<file path="src/hw/rtl/hvn_pkg.sv">
`default_nettype none
// ----------------------------------------------------------------------------
// hvn_pkg
// Shared types, register indexes and helpers of the heightmap vertex normal
// block.
// ----------------------------------------------------------------------------
package hvn_pkg;

  localparam int CFG_IDX_W = 2;
  localparam logic [CFG_IDX_W-1:0] REG_GRID_WIDTH  = 2'd0;
  localparam logic [CFG_IDX_W-1:0] REG_GRID_HEIGHT = 2'd1;

  localparam logic [1:0] COMP_X = 2'd0;
  localparam logic [1:0] COMP_Y = 2'd1;
  localparam logic [1:0] COMP_Z = 2'd2;

  localparam logic signed [7:0] FACE_UP = 8'sd15;
  localparam logic [15:0] Q_MAX = 16'd32767;

  typedef enum logic [3:0] {
    S_IDLE, S_RD0, S_RD1, S_SUM, S_SQ, S_NSTART, S_NWAIT, S_OUT, S_FIN
  } state_t;

  typedef enum logic [1:0] {
    PH_SQUARE, PH_SCALE, PH_TEST
  } norm_phase_t;

  // floor(b / 20) through a reciprocal; exact for every 8-bit input.
  function automatic logic [3:0] level_of(input logic [7:0] b);
    logic [15:0] p;
    p = {8'd0, b} * 16'd205;
    return p[15:12];
  endfunction

endpackage
`default_nettype wire

</file>
<file path="src/hw/rtl/hvn_norm.sv">
`default_nettype none
// ----------------------------------------------------------------------------
// hvn_norm
// Bit-serial unit scaling: finds the largest q with (2q-1)^2 * n <= mag^2 * 2^32,
// one result bit per pass through the square, scale and test phases.
// ----------------------------------------------------------------------------
module hvn_norm (
  input  wire logic        clk,
  input  wire logic        rst,
  input  wire logic        start,
  input  wire logic [5:0]  mag,
  input  wire logic [13:0] n,
  output logic             done,
  output logic [15:0]      q
);
  import hvn_pkg::*;

  logic              busy;
  norm_phase_t       phase;
  logic [3:0]        bitn;
  logic [5:0]        mag_r;
  logic [13:0]       n_r;
  logic [33:0]       tt;
  logic [47:0]       prod;
  logic [15:0]       cand;
  logic [16:0]       t;
  logic [11:0]       mag_sq;
  logic [47:0]       rhs;

  assign cand   = q | (16'd1 << bitn);
  assign t      = {cand, 1'b0} - 17'd1;
  assign mag_sq = {6'd0, mag_r} * {6'd0, mag_r};
  assign rhs    = {4'd0, mag_sq, 32'd0};

  always_ff @(posedge clk) begin
    if (rst) begin
      busy  <= 1'b0;
      done  <= 1'b0;
      phase <= PH_SQUARE;
    end else begin
      done <= busy && (phase == PH_TEST) && (bitn == 4'd0);
      if (!busy) begin
        if (start) begin
          busy  <= 1'b1;
          phase <= PH_SQUARE;
          bitn  <= 4'd15;
          q     <= '0;
          mag_r <= mag;
          n_r   <= n;
        end
      end else begin
        case (phase)
          PH_SQUARE: begin
            tt    <= 34'(t) * 34'(t);
            phase <= PH_SCALE;
          end
          PH_SCALE: begin
            prod  <= 48'(tt) * 48'(n_r);
            phase <= PH_TEST;
          end
          default: begin
            if (prod <= rhs) q <= cand;
            phase <= PH_SQUARE;
            if (bitn == 4'd0) begin
              busy <= 1'b0;
            end else begin
              bitn <= bitn - 4'd1;
            end
          end
        endcase
      end
    end
  end

endmodule
`default_nettype wire

</file>
<file path="src/hw/rtl/heightmap_vertex_normals.sv">
`default_nettype none
// ----------------------------------------------------------------------------
// heightmap_vertex_normals
// Streams heightmap samples in raster order and emits averaged unit vertex
// normals in signed Q1.15.
// ----------------------------------------------------------------------------
// Usage:
// Samples enter on in_valid/in_stall; one transaction moves height_byte.
// Normals leave on out_valid/out_stall from an output register, so the next
// sample is taken while a finished normal still waits downstream.
// Samples of the first row of a frame give no normal. From the second row on,
// each sample gives the normal of the vertex above it; in the last row it
// also gives the normal of its own vertex, flagged with frame_end on the
// final vertex of the frame.
// Sequence: a sample that gives no normal is read from the line buffers and
// retired (with an extra read at the start of a row). Each normal adds the face
// sums and their square sum, then each of three components in the shared
// bit-serial scaling unit (a start, three phases on each of 16 result bits and
// a done) and a load of the output register.
// A cfg transaction (grid_width at index 0, grid_height at index 1) restarts
// the frame; the user must issue it only while the block is idle (unchecked).
// Reset restores 128 x 128 and the start of a frame; no clearing pass.
// A stalled receiver holds the output register and, once a second normal is
// ready, holds the block with it.
// ----------------------------------------------------------------------------
module heightmap_vertex_normals #(
  parameter int MAX_SIDE = 128
) (
  input  wire logic                         clk,
  input  wire logic                         rst,
  input  wire logic                         in_valid,
  output logic                              in_stall,
  input  wire logic [7:0]                   height_byte,
  output logic                              out_valid,
  input  wire logic                         out_stall,
  output logic signed [15:0]                normal_x,
  output logic signed [15:0]                normal_y,
  output logic signed [15:0]                normal_z,
  output logic                              frame_end,
  input  wire logic                         cfg_valid,
  output logic                              cfg_ready,
  input  wire logic [hvn_pkg::CFG_IDX_W-1:0] cfg_index,
  input  wire logic [7:0]                   cfg_data
);
  import hvn_pkg::*;

  localparam int AW = $clog2(MAX_SIDE);
  localparam int CW = (AW + 1 > 8) ? AW + 1 : 8;

  state_t state, state_next;

  logic [7:0]    grid_width, grid_height;
  logic [AW:0]   w_eff, h_eff;
  logic [CW-1:0] gw_ext, gh_ext;
  logic [AW-1:0] col_pos, row_pos;
  logic [3:0]    prev_lvl, cur_lvl;
  logic          bank;
  logic          second;
  logic          last_col, last_row;

  logic [3:0]    mem_a [MAX_SIDE];
  logic [3:0]    mem_b [MAX_SIDE];
  logic [3:0]    ra, rb, older_rd, newer_rd;
  logic [AW-1:0] rd_addr;

  logic [3:0]    o0, o1, o2, n0, n1, n2;
  logic [3:0]    g [3][3];
  logic [3:0]    pv;
  logic [1:0]    row_en, col_en;
  logic signed [7:0] sx_sum, sy_sum, sz_sum;
  logic signed [7:0] sx, sy, sz;
  logic [13:0]   nsq;
  logic [1:0]    comp;

  logic          norm_start, norm_done;
  logic [15:0]   norm_q, q_sat;
  logic [5:0]    norm_mag;
  logic          comp_neg;
  logic signed [15:0] comp_val;
  logic signed [15:0] res_x, res_y, res_z;
  logic          out_free, cfg_we;

  assign cfg_ready = 1'b1;
  assign cfg_we = cfg_valid && (cfg_index == REG_GRID_WIDTH || cfg_index == REG_GRID_HEIGHT);

  // Sizes are clamped to 2..MAX_SIDE.
  assign gw_ext = CW'(grid_width);
  assign gh_ext = CW'(grid_height);
  always_comb begin
    if (gw_ext < CW'(2)) w_eff = (AW+1)'(2);
    else if (gw_ext > CW'(MAX_SIDE)) w_eff = (AW+1)'(MAX_SIDE);
    else w_eff = (AW+1)'(gw_ext);
    if (gh_ext < CW'(2)) h_eff = (AW+1)'(2);
    else if (gh_ext > CW'(MAX_SIDE)) h_eff = (AW+1)'(MAX_SIDE);
    else h_eff = (AW+1)'(gh_ext);
  end

  assign last_col = ({1'b0, col_pos} == w_eff - (AW+1)'(1));
  assign last_row = ({1'b0, row_pos} == h_eff - (AW+1)'(1));
  assign out_free = !out_valid || !out_stall;
  assign in_stall = (state != S_IDLE);

  always_ff @(posedge clk) begin
    if (rst) state <= S_IDLE;
    else state <= state_next;
  end

  always_comb begin
    state_next = state;
    norm_start = 1'b0;
    unique case (state)
      S_IDLE:   if (in_valid) state_next = (col_pos == '0) ? S_RD0 : S_RD1;
      S_RD0:    state_next = S_RD1;
      S_RD1:    state_next = (row_pos == '0) ? S_FIN : S_SUM;
      S_SUM:    state_next = S_SQ;
      S_SQ:     state_next = S_NSTART;
      S_NSTART: begin
        norm_start = 1'b1;
        state_next = S_NWAIT;
      end
      S_NWAIT:  if (norm_done) state_next = (comp == COMP_Z) ? S_OUT : S_NSTART;
      S_OUT:    if (out_free) state_next = (!second && last_row) ? S_SUM : S_FIN;
      S_FIN:    state_next = S_IDLE;
      default:  state_next = S_IDLE;
    endcase
  end

  // Line buffers: the bank bit tells which memory holds the older row.
  assign rd_addr = (state == S_IDLE && col_pos == '0) ? '0 : AW'(col_pos + 1'b1);
  assign older_rd = bank ? rb : ra;
  assign newer_rd = bank ? ra : rb;

  always_ff @(posedge clk) begin
    ra <= mem_a[rd_addr];
    rb <= mem_b[rd_addr];
    if (state == S_RD1) begin
      if (bank) mem_b[col_pos] <= cur_lvl;
      else mem_a[col_pos] <= cur_lvl;
    end
  end

  // Face sums for the vertex above the sample, or for the sample's own vertex
  // on the second pass of the last row.
  always_comb begin
    pv = (col_pos != '0) ? prev_lvl : 4'd0;
    if (!second) begin
      g[0][0] = o0; g[0][1] = o1; g[0][2] = o2;
      g[1][0] = n0; g[1][1] = n1; g[1][2] = n2;
      g[2][0] = pv; g[2][1] = cur_lvl; g[2][2] = 4'd0;
    end else begin
      g[0][0] = n0; g[0][1] = n1; g[0][2] = n2;
      g[1][0] = pv; g[1][1] = cur_lvl; g[1][2] = 4'd0;
      g[2][0] = 4'd0; g[2][1] = 4'd0; g[2][2] = 4'd0;
    end
    row_en[0] = second || ({1'b0, row_pos} >= (AW+1)'(2));
    row_en[1] = !second;
    col_en[0] = (col_pos != '0);
    col_en[1] = !last_col;
    sx_sum = '0;
    sy_sum = '0;
    sz_sum = '0;
    for (int dr = 0; dr < 2; dr++) begin
      for (int dc = 0; dc < 2; dc++) begin
        if (row_en[dr] && col_en[dc]) begin
          sx_sum = sx_sum + ($signed({4'd0, g[dr][dc]}) - $signed({4'd0, g[dr][dc+1]}));
          sy_sum = sy_sum + FACE_UP;
          sz_sum = sz_sum + ($signed({4'd0, g[dr][dc]}) - $signed({4'd0, g[dr+1][dc]}));
        end
      end
    end
  end

  always_comb begin
    case (comp)
      COMP_X:  norm_mag = sx[7] ? 6'(-sx) : 6'(sx);
      COMP_Y:  norm_mag = 6'(sy);
      default: norm_mag = sz[7] ? 6'(-sz) : 6'(sz);
    endcase
    case (comp)
      COMP_X:  comp_neg = sx[7];
      COMP_Y:  comp_neg = sy[7];
      default: comp_neg = sz[7];
    endcase
    q_sat = (norm_q > Q_MAX) ? Q_MAX : norm_q;
    comp_val = comp_neg ? -$signed(q_sat) : $signed(q_sat);
  end

  hvn_norm u_norm (
    .clk   (clk),
    .rst   (rst),
    .start (norm_start),
    .mag   (norm_mag),
    .n     (nsq),
    .done  (norm_done),
    .q     (norm_q)
  );

  // Datapath registers.
  always_ff @(posedge clk) begin
    if (state == S_IDLE && in_valid) begin
      cur_lvl <= level_of(height_byte);
      if (col_pos != '0) begin
        o0 <= o1; o1 <= o2;
        n0 <= n1; n1 <= n2;
      end
    end
    if (state == S_RD0) begin
      o0 <= 4'd0; o1 <= older_rd;
      n0 <= 4'd0; n1 <= newer_rd;
    end
    if (state == S_RD1) begin
      o2 <= older_rd;
      n2 <= newer_rd;
    end
    if (state == S_SUM) begin
      sx <= sx_sum;
      sy <= sy_sum;
      sz <= sz_sum;
    end
    if (state == S_SQ) begin
      nsq <= 14'(16'(sx * sx) + 16'(sy * sy) + 16'(sz * sz));
    end
    if (state == S_NWAIT && norm_done) begin
      case (comp)
        COMP_X:  res_x <= comp_val;
        COMP_Y:  res_y <= comp_val;
        default: res_z <= comp_val;
      endcase
    end
    if (state == S_OUT && out_free) begin
      normal_x  <= res_x;
      normal_y  <= res_y;
      normal_z  <= res_z;
      frame_end <= second && last_col;
    end
  end

  // Control registers.
  always_ff @(posedge clk) begin
    if (rst) begin
      grid_width  <= 8'd128;
      grid_height <= 8'd128;
      col_pos     <= '0;
      row_pos     <= '0;
      prev_lvl    <= '0;
      bank        <= 1'b0;
      second      <= 1'b0;
      comp        <= COMP_X;
      out_valid   <= 1'b0;
    end else begin
      if (state == S_OUT && out_free) out_valid <= 1'b1;
      else if (out_valid && !out_stall) out_valid <= 1'b0;
      if (state == S_OUT && out_free && !second && last_row) second <= 1'b1;
      if (state == S_FIN) second <= 1'b0;
      if (state == S_SQ) comp <= COMP_X;
      if (state == S_NWAIT && norm_done) comp <= comp + 2'd1;
      if (cfg_valid) begin
        unique case (cfg_index)
          REG_GRID_WIDTH:  grid_width  <= cfg_data;
          REG_GRID_HEIGHT: grid_height <= cfg_data;
          default: ;
        endcase
      end
      if (cfg_we) begin
        col_pos  <= '0;
        row_pos  <= '0;
        prev_lvl <= '0;
      end else if (state == S_FIN) begin
        if (last_col) begin
          col_pos  <= '0;
          prev_lvl <= '0;
          bank     <= ~bank;
          row_pos  <= last_row ? '0 : AW'(row_pos + 1'b1);
        end else begin
          col_pos  <= AW'(col_pos + 1'b1);
          prev_lvl <= cur_lvl;
        end
      end
    end
  end

`ifndef SYNTH
  a_col_in_range: assert property (@(posedge clk) disable iff (rst)
    {1'b0, col_pos} < w_eff)
    else $error("column position beyond grid width");

  a_row_in_range: assert property (@(posedge clk) disable iff (rst)
    {1'b0, row_pos} < h_eff)
    else $error("row position beyond grid height");

  a_norm_done_waited: assert property (@(posedge clk) disable iff (rst)
    norm_done |-> state == S_NWAIT)
    else $error("scaling result arrived while not awaited");

  a_frame_wrap: assert property (@(posedge clk) disable iff (rst)
    (state == S_FIN && last_col && last_row && !cfg_we) |=>
      (col_pos == '0 && row_pos == '0))
    else $error("frame did not wrap after its last sample");
`endif

endmodule
`default_nettype wire
</file>
<file path="config.mk">
export PLATFORM = sky130hd
export DESIGN_NAME = heightmap_vertex_normals
export DESIGN_NICKNAME = d
export VERILOG_FILES = /design/src/hw/rtl/hvn_pkg.sv /design/src/hw/rtl/hvn_norm.sv /design/src/hw/rtl/heightmap_vertex_normals.sv
export SDC_FILE = /design/constraint.sdc
export NUM_CORES = 2
export LEC_CHECK = 0
export CORE_MARGIN = 1
export CORE_UTILIZATION = 50
export CTS_CLUSTER_SIZE = 8
export DETAILED_ROUTE_END_ITERATION = 8
export DONT_BUFFER_PORTS = 1
export HOLD_SLACK_MARGIN = 0.15
export PLACE_DENSITY = 0.72
export SLEW_MARGIN = 20
export SYNTH_ARGS = -nofsm -noshare
export SYNTH_HDL_FRONTEND = slang
export SYNTH_SLANG_ARGS = --single-unit
export TNS_END_PERCENT = 10
</file>
<file path="constraint.sdc">
create_clock -name clk -period 26 [get_ports clk]
set_clock_uncertainty 0.15 [all_clocks]
set_input_delay 2.6 -clock clk [delete_from_list [all_inputs] [get_ports clk]]
set_output_delay 2.6 -clock clk [all_outputs]
set_load 0.005 [all_outputs]
</file>
==> qor.yml <==
synthesis:
  avgSynthCellArea_um2: 11.8
  synth_area_leaders: "edfxtp_1 45%, fa_1 17%, ha_1 6.4%"
  yosys.area.top_type: "edfxtp_1"
  synth_area_um2: 86000
  syn_inst: 7278
  yosysSeqAreaShare_pct: 46.7
  synth-edff-count: 1297
  ys_seq_elements: 1360
  ys_types: 84
  synth_flop_cell: "edfxtp_1"
  async_flop_share_pct: 0
  yosysWarnings: 0
  synth_top_cell_area_share_pct: 45.3
routing:
  route.detailed.drc: 0
  drt_iter0_drc: 5105
  drt_pass1_iterations: 6
  vias: 56214
  vias_per_cell: 5.94
  routed_wl_mm: 215
  wl_per_cell_um: 22.7
  ant_nets: 0
die:
  initial_core_util_pct: 50.6
  die_h_um: 417
  core_um2: 170000
  pin_count: 75
  fp-row-count: 151
  dieArea_um2: 174000
  die_w_um: 417
critical_path:
  r2r_start: "u_norm.bitn[0]$_SDFFCE_PN1P_"
  crit_required_ns: 26.37
  arrival_ns: 10.59
  path_class: "reg -> reg"
  startpoint_type: "register"
  critPathMaxFanout: 14
  startpoint: "u_norm.bitn[0]$_SDFFCE_PN1P_"
  crit_path_frequent_cell: "inv_1"
  reg2reg_slack_ns: 15.78
  critPathSlowestCell: "xnor2_1"
  cp-end-kind: "register"
  max_stage_delay_ns: 0.57
clock_tree:
  cts_buffers: 188
  cts_tree: "yes"
  post_cts_resized: 0
  cts_setup_buffers: 0
  clockBufferDepth: 3
  worstSkewPairLatency_ns: 0.82
  cts_sinks: 1360
  htreeDepth: 4
  cts_hold_buf: 0
  cts-root-buf: "clkbuf_16"
  cts.clk_slew.worst_paths_ns: 0.06
timing:
  slew_violations: 0
  worstMarginPinSlew_ns: 1.15
  period_minus_slack_ns: 10.22
  relSlewSlack_pct: 22.8
  fin_crit_sh_pct: 39.3
  finalHoldViolCount: 0
  finalSetupTns_ns: 0
  max_freq_mhz: 97.8
  rsz0062_at_grt: "no"
  setup-violations-final: 0
hold_path:
  min_path_type: "reg -> reg"
  min-delay-start: "res_x[12]$_DFFE_PP_"
global_routing:
  grt_usage_pct: 25.0
  globalRouteMet3Util_pct: 4.00
  grt_pass1_vias: 58953
  grt_max_degree: 193
  use_met1_pct: 30.2
  grt_first_pass_wirelength_mm: 336
  antenna_found_initial: 0
  grtUsageMet2_pct: 43.1
  top_usage_layer: "met2"
  globalRouteOverflowTotal: 0
layout:
  drive_gt1_share_pct: 6.48
  antenna_cells: 0
  fillers: 13806
  syn_to_final_growth_pct: 8.76
  fin_cells: 9467
  layout.nets: 8381
place:
  dp.final_hpwl_mm: 146
  gp_congestion: 0.940
  place_inst: 9226
  port_buffers: 0
power_and_ir_drop:
  power_density_nw_per_um2: 83.9
  ir_worst_vdd_v: 0.000142
  leakagePower_nw: 36.2
status:
  outcome: "complete, no violations"
flow_run:
  max_cap_viol_count: 0
==> cell families (layout without fill, tap and decap cells) <==
logic type | after synthesis | in the layout | synth area share, %
muxes | 210 | 210 | 3.23
AOI/OAI and AO/OA | 1045 | 1045 | 8.21
adders and majority gates | 1160 | 1160 | 23.1
buffers and inverters | 1277 | 1239 | 5.69
other | 2 | 11 | 0.00873
DFF | 1360 | 1360 | 46.7
xor gates and xnor gates | 233 | 233 | 2.38
and+or+nand+nor | 1991 | 1991 | 10.6
==> worst max-delay path: cells and delay by family (launching register included) <==
family | cells | cell delay, ns
DFF | 1 | 0.43
buffers and inverters | 8 | 1.26
and+or+nand+nor | 6 | 1.57
adders and majority gates | 9 | 3.96
xor gates and xnor gates | 2 | 0.65
AOI/OAI and AO/OA | 7 | 1.90
==> routing by layer <==
layer | share of wire, % | vias to the layer above
met5 | 0 | -
met4 | 5.8 | 0
met3 | 7.3 | 631
met2 | 50 | 2455
met1 | 37 | 28219
li1 | - | 24909
==> per-stage QoR <==
stage	utilization (%)	instance area (um2)	total power, mW	hold slack [ns]	worst slack [ns]
6_report	55.0	93600	7.85	0.214	15.78
5_1_grt	55.0	93600	8.29	0.224	15.15
4_1_cts	55.0	93600	7.88	0.210	15.87
3_5_place_dp	51.9	88300	5.66	0.255	15.92
3_3_place_gp	51.9	88300	5.59	0.251	16.22
2_1_floorplan	-	86100	4.89	0.250	17.19
==> power breakdown <==
group / total (mW) / internal, mW / switching (mW)
Clock: 2.22 / 1.30 / 0.914
Sequential: 2.75 / 2.72 / 0.0339
Combinational: 2.88 / 1.13 / 1.75
==> state kept, by name, indices dropped and copies added, names as in the netlist, 31 cells and up <==
signal / count
mem_a: 512
u_norm.prod: 48
u_norm.tt: 31
mem_b: 512
==> synth_stat cells (all sizes together) (12+ instances only) <==
master   count
o31ai       18
xnor2      175
nor3       128
nand4       25
and2       237
mux2        67
o21bai      36
dfxtp       63
nor4        31
a211oi      60
inv        902
a21o        64
mux4        47
nand2      714
clkbuf     284
ha         441
a221oi      17
or3         13
a21oi      296
nor2       496
buf         85
o21a        27
a22oi       18
nand2b      43
o221ai     174
mux2i       96
and3        16
o22ai       53
a2111oi     12
or2         12
xor2        58
nand3      181
fa         719
o211ai      32
o21ai      126
a31oi       49
nor2b       64
edfxtp    1297
==> path summary, 6_finish.rpt <==
path                                           endpoint  depth (start not counted)
worst max register to register  u_norm.tt[32]$_DFFE_PP_                         32
worst max-delay path            u_norm.tt[32]$_DFFE_PP_                         32
worst min register to register   normal_x[12]$_DFFE_PP_                          0
worst min-delay path             normal_x[12]$_DFFE_PP_                          0
==> final cells by class <==
type / count / area, um2 / share of cell area [%]
clock inverters: 15 / 394 / 0.421
multi-input cells: 4650 / 41200 / 44.0
repair buffers: 90 / 738 / 0.789
flip-flops and latches: 1360 / 40200 / 43.0
inverters: 908 / 3410 / 3.65
clock buffers: 226 / 4870 / 5.20
well taps: 2218 / 2780 / 2.97
==> cells in the final DEF (no fill, tap or decap), types with 62 or more instances in the layout <==
master	Yosys	final
fa_1	719	719
ha_1	441	441
nand3_1	181	175
buf_4	8	85
o221ai_1	174	174
edfxtp_1	1297	1297
xnor2_1	175	170
clkbuf_16	0	189
mux2i_1	96	96
nor3_1	127	124
inv_1	898	897
nor2_1	495	488
a21o_1	64	64
nor2b_1	64	64
a21oi_1	296	296
o21ai_0	121	121
dfxtp_1	63	62
nand2_1	714	705
and2_1	235	235
mux2_2	65	65
(Power assumes the default switching activity.)
